**src/hdl/vss_pkg.sv**
```systemverilog
// Shared widths, codes, reset values and the segment table of the voltmeter display scanner.
package vss_pkg;

    localparam int CMD_W      = 1;
    localparam int CODE_W     = 10;
    localparam int SCALE_W    = 12;
    localparam int POINT_W    = 2;
    localparam int SEG_W      = 8;
    localparam int SEL_W      = 3;
    localparam int DIGIT_W    = 4;
    localparam int NUM_DIGITS = 3;
    localparam int POS_W      = 2;
    localparam int VAL_W      = 10;
    localparam int PROD_W     = CODE_W + SCALE_W;
    localparam int CFG_IDX_W  = 1;
    localparam int CFG_DATA_W = SCALE_W;

    localparam logic [CMD_W-1:0] CMD_SAMPLE = 1'b0;
    localparam logic [CMD_W-1:0] CMD_TICK   = 1'b1;

    localparam logic [CFG_IDX_W-1:0] CFG_SCALE = 1'b0;
    localparam logic [CFG_IDX_W-1:0] CFG_POINT = 1'b1;

    localparam logic [SCALE_W-1:0] SCALE_RESET = 12'd1000;
    localparam logic [POINT_W-1:0] POINT_RESET = 2'd1;

    localparam logic [VAL_W-1:0] MAX_SHOWN = 10'd999;

    typedef logic [NUM_DIGITS-1:0][DIGIT_W-1:0] t_digits;

    function automatic logic [SEG_W-2:0] seg_pattern(input logic [DIGIT_W-1:0] digit);
        case (digit)
            4'd0:    return 7'h3F;
            4'd1:    return 7'h06;
            4'd2:    return 7'h5B;
            4'd3:    return 7'h4F;
            4'd4:    return 7'h66;
            4'd5:    return 7'h6D;
            4'd6:    return 7'h7D;
            4'd7:    return 7'h07;
            4'd8:    return 7'h7F;
            4'd9:    return 7'h6F;
            default: return 7'h00;
        endcase
    endfunction

endpackage

```
**src/hdl/vss_in_if.sv**
```systemverilog
// Input channel carrying sample and refresh tick items.
interface vss_in_if
    import vss_pkg::*;
();
    logic                valid;
    logic                ready;
    logic [CMD_W-1:0]    cmd;
    logic [CODE_W-1:0]   adc_code;

    modport source (output valid, cmd, adc_code, input ready);
    modport sink   (input valid, cmd, adc_code, output ready);
endinterface

```
**src/hdl/vss_out_if.sv**
```systemverilog
// Output channel carrying segment and digit enable patterns.
interface vss_out_if
    import vss_pkg::*;
();
    logic                valid;
    logic                ready;
    logic [SEG_W-1:0]    segment_lines;
    logic [SEL_W-1:0]    digit_select_n;

    modport source (output valid, segment_lines, digit_select_n, input ready);
    modport sink   (input valid, segment_lines, digit_select_n, output ready);
endinterface

```
**src/hdl/vss_digit_split.sv**
```systemverilog
// Splits a value of 0 to 999 into hundreds, tens and units digits.
module vss_digit_split
    import vss_pkg::*;
(
    input  logic [VAL_W-1:0] i_value,
    output t_digits          o_digits
);

    localparam int H_PROD_W = 16;
    localparam int REM_W    = 7;
    localparam int T_PROD_W = 15;

    localparam logic [H_PROD_W-1:0] DIV100_MUL = 16'd41;
    localparam logic [T_PROD_W-1:0] DIV10_MUL  = 15'd205;
    localparam logic [VAL_W-1:0]    HUNDRED    = 10'd100;
    localparam logic [REM_W-1:0]    TEN        = 7'd10;

    logic [H_PROD_W-1:0] w_h_prod;
    logic [DIGIT_W-1:0]  w_hundreds;
    logic [REM_W-1:0]    w_rem;
    logic [T_PROD_W-1:0] w_t_prod;
    logic [DIGIT_W-1:0]  w_tens;
    logic [DIGIT_W-1:0]  w_units;

    // Reciprocal multiplies are exact over the range 0 to 999.
    assign w_h_prod   = H_PROD_W'(i_value) * DIV100_MUL;
    assign w_hundreds = w_h_prod[H_PROD_W-1 -: DIGIT_W];
    assign w_rem      = REM_W'(i_value - VAL_W'(w_hundreds) * HUNDRED);
    assign w_t_prod   = T_PROD_W'(w_rem) * DIV10_MUL;
    assign w_tens     = w_t_prod[T_PROD_W-1 -: DIGIT_W];
    assign w_units    = DIGIT_W'(w_rem - REM_W'(w_tens) * TEN);

    assign o_digits[0] = w_hundreds;
    assign o_digits[1] = w_tens;
    assign o_digits[2] = w_units;

endmodule

```
**src/hdl/voltmeter_seven_segment_scan_unit.sv**
```systemverilog
// Top level of the three-digit voltmeter seven-segment scanner.
//
// Items arrive on i_in with valid/ready; a transfer with cmd sample scales adc_code to
// tenths of a volt, floor(code * scale / (2^ADC_BITS - 1)), saturated to 999, and stores
// its three digits. A transfer with cmd tick produces one result on o_out: the pattern
// of the current digit with the decimal point on the configured position, and the
// active-low digit enables. The scan position then wraps over the three digits.
// Samples produce no result.
// Pipeline: product register, quotient register, then the digit store and the output
// register. One item is taken every cycle while i_in.ready is high, and the multiplier
// plus the constant division set the stage depth. Reset empties the pipeline, clears
// the digits and scan position, and loads scale 1000 and decimal point position 1.
// Configuration writes on i_cfg_* are to be made only while idle; the block itself does
// not enforce this. When o_out stalls, the output register holds its result; samples
// keep draining, and up to two further items are taken before i_in.ready drops.
module voltmeter_seven_segment_scan_unit
    import vss_pkg::*;
#(
    parameter int ADC_BITS = 10
) (
    input  logic                  i_clk,
    input  logic                  i_rst_n,
    vss_in_if.sink                i_in,
    vss_out_if.source             o_out,
    input  logic                  i_cfg_we,
    input  logic [CFG_IDX_W-1:0]  i_cfg_idx,
    input  logic [CFG_DATA_W-1:0] i_cfg_data
);

    localparam logic [PROD_W-1:0] FULL_SCALE = PROD_W'((1 << ADC_BITS) - 1);
    localparam int NUM_TERMS = PROD_W / ADC_BITS;
    localparam int MAX_CORR  = NUM_TERMS + 1;
    localparam int CORR_W    = $clog2(MAX_CORR + 1);
    localparam int Q_W       = PROD_W - ADC_BITS + 1;
    localparam logic [POS_W-1:0] LAST_POS = POS_W'(NUM_DIGITS - 1);

    logic [SCALE_W-1:0] r_scale;
    logic [POINT_W-1:0] r_point;

    logic               r_p_valid;
    logic [CMD_W-1:0]   r_p_cmd;
    logic [PROD_W-1:0]  r_p;

    logic               r_v_valid;
    logic [CMD_W-1:0]   r_v_cmd;
    logic [VAL_W-1:0]   r_v;

    t_digits            r_digits;
    logic [POS_W-1:0]   r_scan;

    logic               r_o_valid;
    logic [SEG_W-1:0]   r_o_seg;
    logic [SEL_W-1:0]   r_o_sel;

    logic               w_o_free;
    logic               w_v_go;
    logic               w_v_free;
    logic               w_p_free;
    logic               w_accept;

    logic [PROD_W-1:0]  w_q0;
    logic [PROD_W-1:0]  w_fs_mult;
    logic [PROD_W-1:0]  w_rem;
    logic [CORR_W-1:0]  w_corr;
    logic [Q_W-1:0]     w_q;
    logic [VAL_W-1:0]   w_val;

    t_digits            w_split;
    logic [POS_W-1:0]   w_pos;
    logic [DIGIT_W-1:0] w_digit;
    logic [SEG_W-1:0]   w_seg;
    logic [SEL_W-1:0]   w_sel;
    logic [POS_W-1:0]   w_next_scan;

    assign w_o_free = !r_o_valid || o_out.ready;
    assign w_v_go   = r_v_valid && ((r_v_cmd == CMD_SAMPLE) || w_o_free);
    assign w_v_free = !r_v_valid || w_v_go;
    assign w_p_free = !r_p_valid || w_v_free;
    assign w_accept = i_in.valid && w_p_free;

    assign i_in.ready           = w_p_free;
    assign o_out.valid          = r_o_valid;
    assign o_out.segment_lines  = r_o_seg;
    assign o_out.digit_select_n = r_o_sel;

    // Division by 2^N - 1 as a sum of shifted copies, then a small remainder correction.
    always_comb begin
        w_q0 = '0;
        for (int k = 1; k <= NUM_TERMS; k++) begin
            w_q0 = w_q0 + (r_p >> (k * ADC_BITS));
        end
    end

    assign w_fs_mult = (w_q0 << ADC_BITS) - w_q0;
    assign w_rem     = r_p - w_fs_mult;

    always_comb begin
        w_corr = '0;
        for (int j = 1; j <= MAX_CORR; j++) begin
            if (w_rem >= PROD_W'(j) * FULL_SCALE) begin
                w_corr = w_corr + CORR_W'(1);
            end
        end
    end

    assign w_q   = w_q0[Q_W-1:0] + Q_W'(w_corr);
    assign w_val = (PROD_W'(w_q) > PROD_W'(MAX_SHOWN)) ? MAX_SHOWN : VAL_W'(w_q);

    vss_digit_split u_digit_split (
        .i_value  (r_v),
        .o_digits (w_split)
    );

    assign w_pos       = (r_scan > LAST_POS) ? '0 : r_scan;
    assign w_digit     = r_digits[w_pos];
    assign w_seg       = {(POS_W'(r_point) == w_pos) && (r_point <= POINT_W'(LAST_POS)),
                          seg_pattern(w_digit)};
    assign w_sel       = ~(SEL_W'(1) << w_pos);
    assign w_next_scan = (w_pos >= LAST_POS) ? '0 : w_pos + POS_W'(1);

    always_ff @(posedge i_clk) begin
        if (!i_rst_n) begin
            r_scale <= SCALE_RESET;
            r_point <= POINT_RESET;
        end else if (i_cfg_we) begin
            unique case (i_cfg_idx)
                CFG_SCALE: r_scale <= i_cfg_data[SCALE_W-1:0];
                CFG_POINT: r_point <= i_cfg_data[POINT_W-1:0];
                default: ;
            endcase
        end
    end

    always_ff @(posedge i_clk) begin
        if (w_accept) begin
            r_p_cmd <= i_in.cmd;
            r_p     <= PROD_W'(i_in.adc_code) * PROD_W'(r_scale);
        end
        if (w_v_free) begin
            r_v_cmd <= r_p_cmd;
            r_v     <= w_val;
        end
        if (w_v_go && (r_v_cmd == CMD_TICK)) begin
            r_o_seg <= w_seg;
            r_o_sel <= w_sel;
        end
    end

    always_ff @(posedge i_clk) begin
        if (!i_rst_n) begin
            r_p_valid <= 1'b0;
            r_v_valid <= 1'b0;
            r_o_valid <= 1'b0;
            r_digits  <= '0;
            r_scan    <= '0;
        end else begin
            if (w_p_free) begin
                r_p_valid <= i_in.valid;
            end
            if (w_v_free) begin
                r_v_valid <= r_p_valid;
            end
            if (w_v_go && (r_v_cmd == CMD_TICK)) begin
                r_o_valid <= 1'b1;
                r_scan    <= w_next_scan;
            end else if (o_out.ready) begin
                r_o_valid <= 1'b0;
            end
            if (w_v_go && (r_v_cmd == CMD_SAMPLE)) begin
                r_digits <= w_split;
            end
        end
    end

    a_scan_advance: assert property (@(posedge i_clk) disable iff (!i_rst_n)
        (w_v_go && (r_v_cmd == CMD_TICK)) |=>
            (r_scan == (($past(r_scan) >= LAST_POS) ? '0 : $past(r_scan) + POS_W'(1))))
        else $error("scan position did not advance after a tick");

    a_value_range: assert property (@(posedge i_clk) disable iff (!i_rst_n)
        r_v_valid |-> (r_v <= MAX_SHOWN))
        else $error("scaled value exceeds the displayable range");

    a_digit_range: assert property (@(posedge i_clk) disable iff (!i_rst_n)
        (r_digits[0] <= DIGIT_W'(9)) && (r_digits[1] <= DIGIT_W'(9))
            && (r_digits[2] <= DIGIT_W'(9)))
        else $error("stored digit outside 0 to 9");

    a_full_backpressure: assert property (@(posedge i_clk) disable iff (!i_rst_n)
        (r_o_valid && !o_out.ready && r_v_valid && (r_v_cmd == CMD_TICK) && r_p_valid)
            |-> !i_in.ready)
        else $error("input ready while the pipeline is full behind a stalled result");

endmodule
```
**src/flat_wrapper.sv**
```systemverilog
// flat-port wrapper written by rule: the top's interface ports become plain ports
module voltmeter_seven_segment_scan_unit_flat import vss_pkg::*;
#(
    parameter int ADC_BITS = 10
)
  (i_clk, i_rst_n, i_cfg_we, i_cfg_idx, i_cfg_data, i_in_valid, i_in_cmd, i_in_adc_code, i_in_ready, o_out_valid, o_out_segment_lines, o_out_digit_select_n, o_out_ready);
  vss_in_if i_in_i ();
  vss_out_if o_out_i ();
  input  logic i_clk;
  input  logic i_rst_n;
  input  logic i_cfg_we;
  input  logic [CFG_IDX_W-1:0] i_cfg_idx;
  input  logic [CFG_DATA_W-1:0] i_cfg_data;
  input wire logic [$bits(i_in_i.valid)-1:0] i_in_valid;
  input wire logic [$bits(i_in_i.cmd)-1:0] i_in_cmd;
  input wire logic [$bits(i_in_i.adc_code)-1:0] i_in_adc_code;
  output wire logic [$bits(i_in_i.ready)-1:0] i_in_ready;
  output wire logic [$bits(o_out_i.valid)-1:0] o_out_valid;
  output wire logic [$bits(o_out_i.segment_lines)-1:0] o_out_segment_lines;
  output wire logic [$bits(o_out_i.digit_select_n)-1:0] o_out_digit_select_n;
  input wire logic [$bits(o_out_i.ready)-1:0] o_out_ready;
  assign i_in_i.valid = i_in_valid;
  assign i_in_i.cmd = i_in_cmd;
  assign i_in_i.adc_code = i_in_adc_code;
  assign i_in_ready = i_in_i.ready;
  assign o_out_valid = o_out_i.valid;
  assign o_out_segment_lines = o_out_i.segment_lines;
  assign o_out_digit_select_n = o_out_i.digit_select_n;
  assign o_out_i.ready = o_out_ready;
  voltmeter_seven_segment_scan_unit #(.ADC_BITS(ADC_BITS)) u_core (.i_clk(i_clk), .i_rst_n(i_rst_n), .i_in(i_in_i), .o_out(o_out_i), .i_cfg_we(i_cfg_we), .i_cfg_idx(i_cfg_idx), .i_cfg_data(i_cfg_data));
endmodule
```
**config.mk**
```make
export PLATFORM = sky130hd
export DESIGN_NAME = voltmeter_seven_segment_scan_unit_flat
export DESIGN_NICKNAME = d
export VERILOG_FILES = /design/src/hdl/vss_pkg.sv /design/src/hdl/vss_in_if.sv /design/src/hdl/vss_out_if.sv /design/src/hdl/vss_digit_split.sv /design/src/hdl/voltmeter_seven_segment_scan_unit.sv /design/src/flat_wrapper.sv
export SDC_FILE = /design/constraint.sdc
export NUM_CORES = 1
export LEC_CHECK = 0
export ABC_AREA = 1
export BUFFER_PORTS_ARGS = -buffer_cell sky130_fd_sc_hd__buf_2
export CAP_MARGIN = 20
export CORE_UTILIZATION = 32
export CTS_CLUSTER_SIZE = 14
export DETAILED_ROUTE_END_ITERATION = 10
export PLACE_DENSITY = 0.53
export SLEW_MARGIN = 20
export SYNTH_ARGS = -nofsm -noshare
export SYNTH_HDL_FRONTEND = slang
export SYNTH_SLANG_ARGS = --single-unit
```
**constraint.sdc**
```tcl
create_clock -name i_clk -period 7.85 [get_ports i_clk]
set_clock_uncertainty 0.05 [all_clocks]
set_input_delay 0 -clock i_clk [delete_from_list [all_inputs] [get_ports i_clk]]
set_output_delay 0 -clock i_clk [all_outputs]
set_load 0.01 [all_outputs]
```
==> metrics.txt, run 1 <==
# TYPE chip_impl_metric gauge
chip_impl_metric{name="async_flop_share",unit="%"} 0
chip_impl_metric{name="critical_path.max_stage_delay",unit="ns"} 0.49
chip_impl_metric{name="ff_latch_area",unit="mm2"} 0.001972
chip_impl_metric{name="detail_route.first_pass.iterations",unit=""} 5
chip_impl_metric{name="r2r_setup_slack",unit="ns"} 0.1
chip_impl_metric{name="fillers",unit=""} 3612
chip_impl_metric{name="max_freq",unit="MHz"} 129.0
chip_impl_metric{name="max-clock-path-buffers",unit=""} 2
chip_impl_metric{name="die_area",unit="mm2"} 0.03601
chip_impl_metric{name="yosysSeqAreaShare",unit="%"} 17.48
chip_impl_metric{name="diodes",unit=""} 0
chip_impl_info{name="endpoint_kind",value="flip-flop"} 1
chip_impl_info{name="hold-path-endpoint",value="u_core.r_scale[8]"} 1
chip_impl_metric{name="synthToLayoutAreaGrowth",unit="%"} 15.80
chip_impl_metric{name="wl_per_cell",unit="um"} 12.70
chip_impl_metric{name="synth_warnings",unit=""} 0
chip_impl_metric{name="post-route-min-period",unit="ns"} 7.752
chip_impl_metric{name="worst_ep_required_time",unit="ns"} 8.02
chip_impl_metric{name="final_util",unit="%"} 37.73
chip_impl_info{name="rsz0062_at_grt",value="true"} 1
chip_impl_metric{name="post-route-drc-count",unit=""} 0
chip_impl_info{name="critical_path.startpoint_type",value="flip-flop"} 1
chip_impl_metric{name="dp_hpwl",unit="um"} 21580
chip_impl_metric{name="totalWireLength",unit="um"} 26180
chip_impl_info{name="r2r_end",value="u_core.r_digits[11]"} 1
chip_impl_info{name="worst_path_most_repeated_cell",value="nand2_1"} 1
chip_impl_metric{name="placed_cells",unit=""} 2016
chip_impl_metric{name="core.rowCount",unit=""} 68
chip_impl_metric{name="timing.final.setup_violations",unit=""} 0
chip_impl_metric{name="synth-edff-count",unit=""} 45
chip_impl_metric{name="layout.cells.non_filler",unit=""} 2062
chip_impl_metric{name="hold-path-cell-count",unit=""} 2
chip_impl_info{name="layout_commonest_cell",value="nand2_1"} 1
chip_impl_metric{name="initial_antenna_violation_count",unit=""} 0
chip_impl_metric{name="timing.max_slew.rel_slack",unit="%"} 38.22
chip_impl_metric{name="vias_per_cell",unit=""} 4.553
chip_impl_info{name="beginning_of_the_worst_register_to_register_path",value="u_core.r_v[4]"} 1
chip_impl_info{name="clock-root-buffer",value="clkbuf_16"} 1
chip_impl_metric{name="port_buffers",unit=""} 41
chip_impl_info{name="hp-start",value="i_rst_n"} 1
chip_impl_metric{name="floorplan.die.height",unit="um"} 189.8
chip_impl_info{name="outcome",value="finished clean"} 1
chip_impl_metric{name="maximum_number_of_pins_on_one_net_before_global_route_repair",unit=""} 28
chip_impl_metric{name="synth_seq_cells",unit=""} 76
chip_impl_metric{name="initial_utilization",unit="%"} 32.58
chip_impl_metric{name="grt_pass1_wl",unit="um"} 43580
chip_impl_metric{name="multiInputGateArea",unit="mm2"} 0.008233
chip_impl_metric{name="ys_types",unit=""} 39
chip_impl_metric{name="post_route_cells_drive_above_1_share",unit="%"} 9.832
chip_impl_metric{name="path_clk_slew",unit="ns"} 0.06
chip_impl_metric{name="antenna_violating_nets_post_route",unit=""} 0
chip_impl_metric{name="syn_inst",unit=""} 1519
chip_impl_info{name="slowest_stage",value="fa_1"} 1
chip_impl_metric{name="timing_max_transition_violations_final",unit=""} 0
chip_impl_metric{name="post-route-cell-area",unit="mm2"} 0.01307
chip_impl_info{name="min_path_type",value="in2reg"} 1
chip_impl_metric{name="globalRouteTotalUtil",unit="%"} 14.86
chip_impl_metric{name="timing.final.crit_share",unit="%"} 98.75
chip_impl_metric{name="die_width",unit="um"} 189.8
chip_impl_metric{name="dr_total_vias",unit=""} 9388
chip_impl_metric{name="crit_path_max_fanout",unit=""} 3
chip_impl_metric{name="first_global_vias",unit=""} 9253
chip_impl_metric{name="globalRoute.totalOverflow",unit=""} 0
chip_impl_metric{name="floorplan.core_area",unit="mm2"} 0.03463
chip_impl_metric{name="syn_nets",unit=""} 1826
chip_impl_metric{name="gp_routability_congestion",unit=""} 0.8328
chip_impl_metric{name="clkLatencyLatePin",unit="ns"} 0.34
chip_impl_info{name="mostFrequentLayoutCells",value="394 x nand2_1, 330 x inv_1, 167 x ha_1"} 1
chip_impl_metric{name="detailedRoute.firstIterationViolations",unit=""} 368
chip_impl_metric{name="cts_max_level",unit=""} 3
chip_impl_metric{name="worstMarginPinSlew",unit="ns"} 0.9256
chip_impl_metric{name="drv.max_cap_violation_count",unit=""} 0
chip_impl_metric{name="hold_viol",unit=""} 0
chip_impl_metric{name="placed_area",unit="mm2"} 0.01217
chip_impl_info{name="synth_top_flop_cell",value="edfxtp_1"} 1
chip_impl_metric{name="finalNetCount",unit=""} 1909
chip_impl_metric{name="worstPathArrival",unit="ns"} 7.92
chip_impl_metric{name="syn-mean-instance-area",unit="um2"} 7.427
chip_impl_metric{name="clock_sink_count",unit=""} 76
chip_impl_metric{name="totalNegativeSetupSlack",unit="ns"} 0
chip_impl_metric{name="num_cts_buffers",unit=""} 9
chip_impl_metric{name="floorplan.io_pins",unit=""} 42
chip_impl_metric{name="syn-cell-area",unit="mm2"} 0.01128
chip_impl_metric{name="worst_r2r_path_depth",unit=""} 43
chip_impl_info{name="tritoncts_clock_tree",value="done"} 1
chip_impl_info{name="timing_worst_setup_path_type",value="reg2reg"} 1
## sequential cells by signal, indices dropped and copies added, names as in the netlist
register / flops
u_core.r_v: 10
u_core.r_point: 2
u_core.r_v_valid: 1
u_core.r_p_valid: 1
u_core.o_out.segment_lines: 8
u_core.r_v_cmd: 1
u_core.r_p_cmd: 1
u_core.o_out.valid: 1
u_core.r_p: 22
u_core.r_digits: 12
u_core.r_scan: 2
u_core.r_scale: 12
u_core.o_out.digit_select_n: 3
## synthesized netlist by cell type, types with 2 or more instances
cell type | count | area share [%]
clkbuf_1 | 28 | 0.93
o21ai_1 | 2 | 0.089
a211oi_1 | 2 | 0.13
nand4_1 | 21 | 1.2
and2_1 | 2 | 0.11
ha_1 | 183 | 20
dfxtp_1 | 31 | 5.5
nand2_2 | 2 | 0.11
inv_1 | 335 | 11
clkbuf_2 | 2 | 0.089
xor2_1 | 30 | 2.3
or2_2 | 7 | 0.39
xnor2_1 | 20 | 1.6
or2_1 | 5 | 0.28
edfxtp_1 | 45 | 12
nand3_1 | 62 | 2.8
a21oi_1 | 64 | 2.8
a21o_1 | 4 | 0.27
fa_1 | 95 | 17
a32oi_1 | 3 | 0.23
o21ai_0 | 37 | 1.6
o21bai_1 | 4 | 0.27
nor3_1 | 12 | 0.53
nor2_1 | 95 | 3.2
nand2_1 | 400 | 13
nor2_4 | 2 | 0.20
o211ai_1 | 4 | 0.27
nand3_2 | 2 | 0.18
a31oi_1 | 4 | 0.22
nand3b_1 | 7 | 0.47
## worst max-delay path by stage
stage	from	end	slack [ns]	depth (start not counted)
after floorplan	u_core.r_v[6]	u_core.r_digits[11]	0.15	42
after global placement	u_core.r_v[3]	u_core.r_digits[11]	-0.12	44
after detailed placement	u_core.r_v[3]	u_core.r_digits[11]	-0.29	44
after CTS	u_core.r_v[1]	u_core.r_digits[11]	0.00009	44
after global routing	u_core.r_v[4]	u_core.r_digits[11]	-0.31	43
final	u_core.r_v[4]	u_core.r_digits[11]	0.1	43
## final cells by class
class	instances	area share [%]
inverters	336	9.653
flip-flops and latches	76	15.09
clock inverters	3	0.3352
repair buffers	102	5.468
well taps	455	4.357
clock buffers	13	2.078
multi-input cells	1077	63.01
## critical path: cells and delay by family, from the launching register on
family          cells  cell delay (ns)
buf+inv             9             0.65
compound gates      6             0.59
flops               1             0.45
xor+xnor            5             1.02
fa+ha+maj          13             4.07
simple gates       10             0.81
## what timing repair did
item / in CTS / in global routing
hold buffers: 19 / 0
hold endpoints to repair: 17 / 0
pin swaps: 3 / 39
resized for setup: 7 / 47
endpoints found under the setup margin: 1 / 2
setup buffers: 1 / 10
## layer usage
layer	global-route usage (%)	wire [um]	part of all wire [%]
met2	26.37	12810	49
met5	0	0	0
met4	3.071	297	1.1
met3	1.439	550	2.1
met1	19.44	12530	48
## cell families (layout without fill, tap and decap cells)
kind of cell	Yosys count	count (layout)	share of synthesized area, %
flip-flops	76	76	17.48
AND/OR/NAND/NOR	619	619	22.77
adder cells (fa/ha/maj)	278	278	37.15
AO/OA/AOI/OAI	129	129	6.322
buffers and inverters	366	454	12.20
XOR/XNOR	51	51	4.081
## stage by stage
stage	setup WS, ns	hold slack (ns)
after floorplan	0.1499	0.04887
after global placement	-0.1234	0.1313
after detailed placement	-0.2929	0.1310
after CTS	0.00009059	0.02262
after global routing	-0.3057	0.04285
final	0.09775	0.03843
Power of run 1 is not shown: default switching activity piles up to over one toggle a cycle in this logic, so the estimate is an artifact.
==> run 2, diff against run 1 <==
CTS_BUF_LIST = sky130_fd_sc_hd__clkbuf_4   (was default)
REMOVE_ABC_BUFFERS = 1   (was default)
==> metrics.txt, run 2 (synthesis results as in run 1) <==
# TYPE chip_impl_metric gauge
chip_impl_metric{name="max_freq",unit="MHz"} 131.2
chip_impl_metric{name="core.rowCount",unit=""} 68
chip_impl_info{name="mostFrequentLayoutCells",value="392 x nand2_1, 329 x inv_1, 160 x ha_1"} 1
chip_impl_metric{name="synthToLayoutAreaGrowth",unit="%"} 17.29
chip_impl_metric{name="antenna_violating_nets_post_route",unit=""} 0
chip_impl_metric{name="port_buffers",unit=""} 41
chip_impl_metric{name="die_width",unit="um"} 189.8
chip_impl_metric{name="die_area",unit="mm2"} 0.03601
chip_impl_metric{name="crit_buf_inv",unit=""} 11
chip_impl_metric{name="critical_path.max_stage_delay",unit="ns"} 0.51
chip_impl_info{name="regMostFlops",value="u_core.r_p"} 1
chip_impl_metric{name="maximum_number_of_pins_on_one_net_before_global_route_repair",unit=""} 28
chip_impl_metric{name="globalRoute.totalOverflow",unit=""} 0
chip_impl_metric{name="vias_per_cell",unit=""} 4.573
chip_impl_metric{name="post-route-min-period",unit="ns"} 7.622
chip_impl_info{name="slowest_stage",value="fa_1"} 1
chip_impl_metric{name="m1WireLength",unit="um"} 12500
chip_impl_info{name="clock-root-buffer",value="clkbuf_4"} 1
chip_impl_metric{name="worstMarginPinSlew",unit="ns"} 0.9559
chip_impl_info{name="highest-signal-layer",value="met4"} 1
chip_impl_metric{name="timing_max_transition_violations_final",unit=""} 0
chip_impl_metric{name="dp_hpwl",unit="um"} 21530
chip_impl_metric{name="fillers",unit=""} 3580
chip_impl_metric{name="path_clk_slew",unit="ns"} 0.14
chip_impl_metric{name="worstPathArrival",unit="ns"} 7.93
chip_impl_metric{name="finalWorstSetupSlack",unit="ns"} 0.2283
chip_impl_metric{name="hold-path-cell-count",unit=""} 4
chip_impl_info{name="beginning_of_the_worst_register_to_register_path",value="u_core.r_v[4]"} 1
chip_impl_metric{name="worst_ep_required_time",unit="ns"} 8.16
chip_impl_metric{name="ff_latch_area",unit="mm2"} 0.001972
chip_impl_metric{name="initial_utilization",unit="%"} 32.58
chip_impl_metric{name="dp_slack",unit="ns"} -0.2434
chip_impl_metric{name="timing.final.setup_violations",unit=""} 0
chip_impl_metric{name="wl_per_cell",unit="um"} 12.59
chip_impl_metric{name="max-clock-path-buffers",unit=""} 2
chip_impl_metric{name="clkLatencyLatePin",unit="ns"} 0.45
chip_impl_metric{name="cts_max_level",unit=""} 3
chip_impl_metric{name="largest_register_ffs",unit=""} 22
chip_impl_info{name="outcome",value="finished clean"} 1
chip_impl_metric{name="initial_antenna_violation_count",unit=""} 1
chip_impl_metric{name="timing.final.crit_share",unit="%"} 97.09
chip_impl_metric{name="post-route-drc-count",unit=""} 0
chip_impl_metric{name="drv.max_cap_violation_count",unit=""} 0
chip_impl_metric{name="final_util",unit="%"} 38.21
chip_impl_metric{name="route.met2.wl",unit="um"} 12960
chip_impl_metric{name="grt_pass1_wl",unit="um"} 44550
chip_impl_metric{name="totalWireLength",unit="um"} 26330
chip_impl_metric{name="num_cts_buffers",unit=""} 9
chip_impl_metric{name="floorplan.core_area",unit="mm2"} 0.03463
chip_impl_metric{name="globalRouteTotalUtil",unit="%"} 15.10
chip_impl_info{name="r2r_end",value="u_core.r_digits[11]"} 1
chip_impl_metric{name="gp_routability_congestion",unit=""} 0.8793
chip_impl_info{name="setup.worst_path.start",value="u_core.r_v[4]"} 1
chip_impl_info{name="hp-start",value="i_in_adc_code[1]"} 1
chip_impl_metric{name="timing.max_slew.rel_slack",unit="%"} 36.20
chip_impl_info{name="timing_worst_setup_path_type",value="reg2reg"} 1
chip_impl_metric{name="multiInputGateArea",unit="mm2"} 0.008327
chip_impl_info{name="layout_commonest_cell",value="nand2_1"} 1
chip_impl_metric{name="first_global_vias",unit=""} 9612
chip_impl_metric{name="detailedRoute.firstIterationViolations",unit=""} 408
chip_impl_metric{name="met3RoutedLength",unit="um"} 564
chip_impl_metric{name="clock_sink_count",unit=""} 76
chip_impl_info{name="critical_path.startpoint_type",value="flip-flop"} 1
chip_impl_info{name="endpoint_kind",value="flip-flop"} 1
chip_impl_info{name="hold-path-endpoint",value="u_core.r_p[1]"} 1
chip_impl_info{name="crit_family",value="adder cells"} 1
chip_impl_metric{name="finalNetCount",unit=""} 1937
chip_impl_metric{name="post_route_cells_drive_above_1_share",unit="%"} 10.76
chip_impl_metric{name="floorplan.io_pins",unit=""} 42
chip_impl_metric{name="hold_viol",unit=""} 0
chip_impl_metric{name="detail_route.first_pass.iterations",unit=""} 5
chip_impl_metric{name="floorplan.die.height",unit="um"} 189.8
chip_impl_info{name="tritoncts_clock_tree",value="done"} 1
chip_impl_metric{name="r2r_setup_slack",unit="ns"} 0.23
chip_impl_metric{name="dr_total_vias",unit=""} 9563
chip_impl_info{name="biggestRegsByFlops",value="u_core.r_p (22), u_core.r_digits (12), u_core.r_scale (12)"} 1
chip_impl_info{name="min_path_type",value="in2reg"} 1
chip_impl_metric{name="crit_path_max_fanout",unit=""} 3
chip_impl_metric{name="worst_r2r_path_depth",unit=""} 40
-- run 2: area by class of cell --
type                       instances  area share (%)
multi-input combinational       1077           62.93
sequential                        76           14.90
inverter                         336           9.569
timing repair buffer             130           7.404
tap                              455           4.302
clock buffer                       9          0.5106
clock inverter                     7          0.3688
antenna                            1         0.01891
-- run 2: repair_timing --
| item | in CTS | in global routing |
|---|---|---|
| hold endpoints to repair | 31 | 0 |
| gates resized for setup | 7 | 61 |
| setup buffers | 7 | 8 |
| pin swaps | 5 | 40 |
| setup endpoints to repair | 1 | 2 |
| hold buffers | 41 | 0 |
-- run 2: worst min-delay path: stages --
cell,delay (ns)
buf_2,0.25
nand2_1,0.09
inv_1,0.06
ha_1,0.11
-- run 2: worst max-delay path by stage --
| stage | end | cells past startpoint | slack, ns |
|---|---|---|---|
| after global routing | u_core.r_digits[11] | 39 | -0.10 |
| after detailed placement | u_core.r_digits[11] | 43 | -0.24 |
| final | u_core.r_digits[11] | 40 | 0.23 |
| after floorplan | u_core.r_digits[11] | 42 | 0.13 |
| after CTS | u_core.r_digits[11] | 43 | 0.03 |
| after global placement | u_core.r_digits[11] | 44 | -0.09 |
-- run 2: routing by layer --
metal / vias up / GRT usage [%]
met4: 0 / 2.543
met3: 24 / 1.586
met1: 4506 / 19.70
met2: 90 / 27.05
li1: 4943 / -
met5: - / 0
-- run 2: per-stage QoR --
step / cell area (um2) / cells / TNS, ns / hold WS [ns]
after floorplan: 11170 / 1489 / 0 / 0.03410
after CTS: 12800 / 2083 / 0 / 0.06446
final: 13230 / 2091 / 0 / 0.1057
after detailed placement: 12200 / 2019 / -0.2434 / 0.1387
after global placement: 12200 / 2019 / -0.08631 / 0.1402
after global routing: 13230 / 2091 / -0.1024 / 0.1046
Power of run 2 is left out for the same reason.
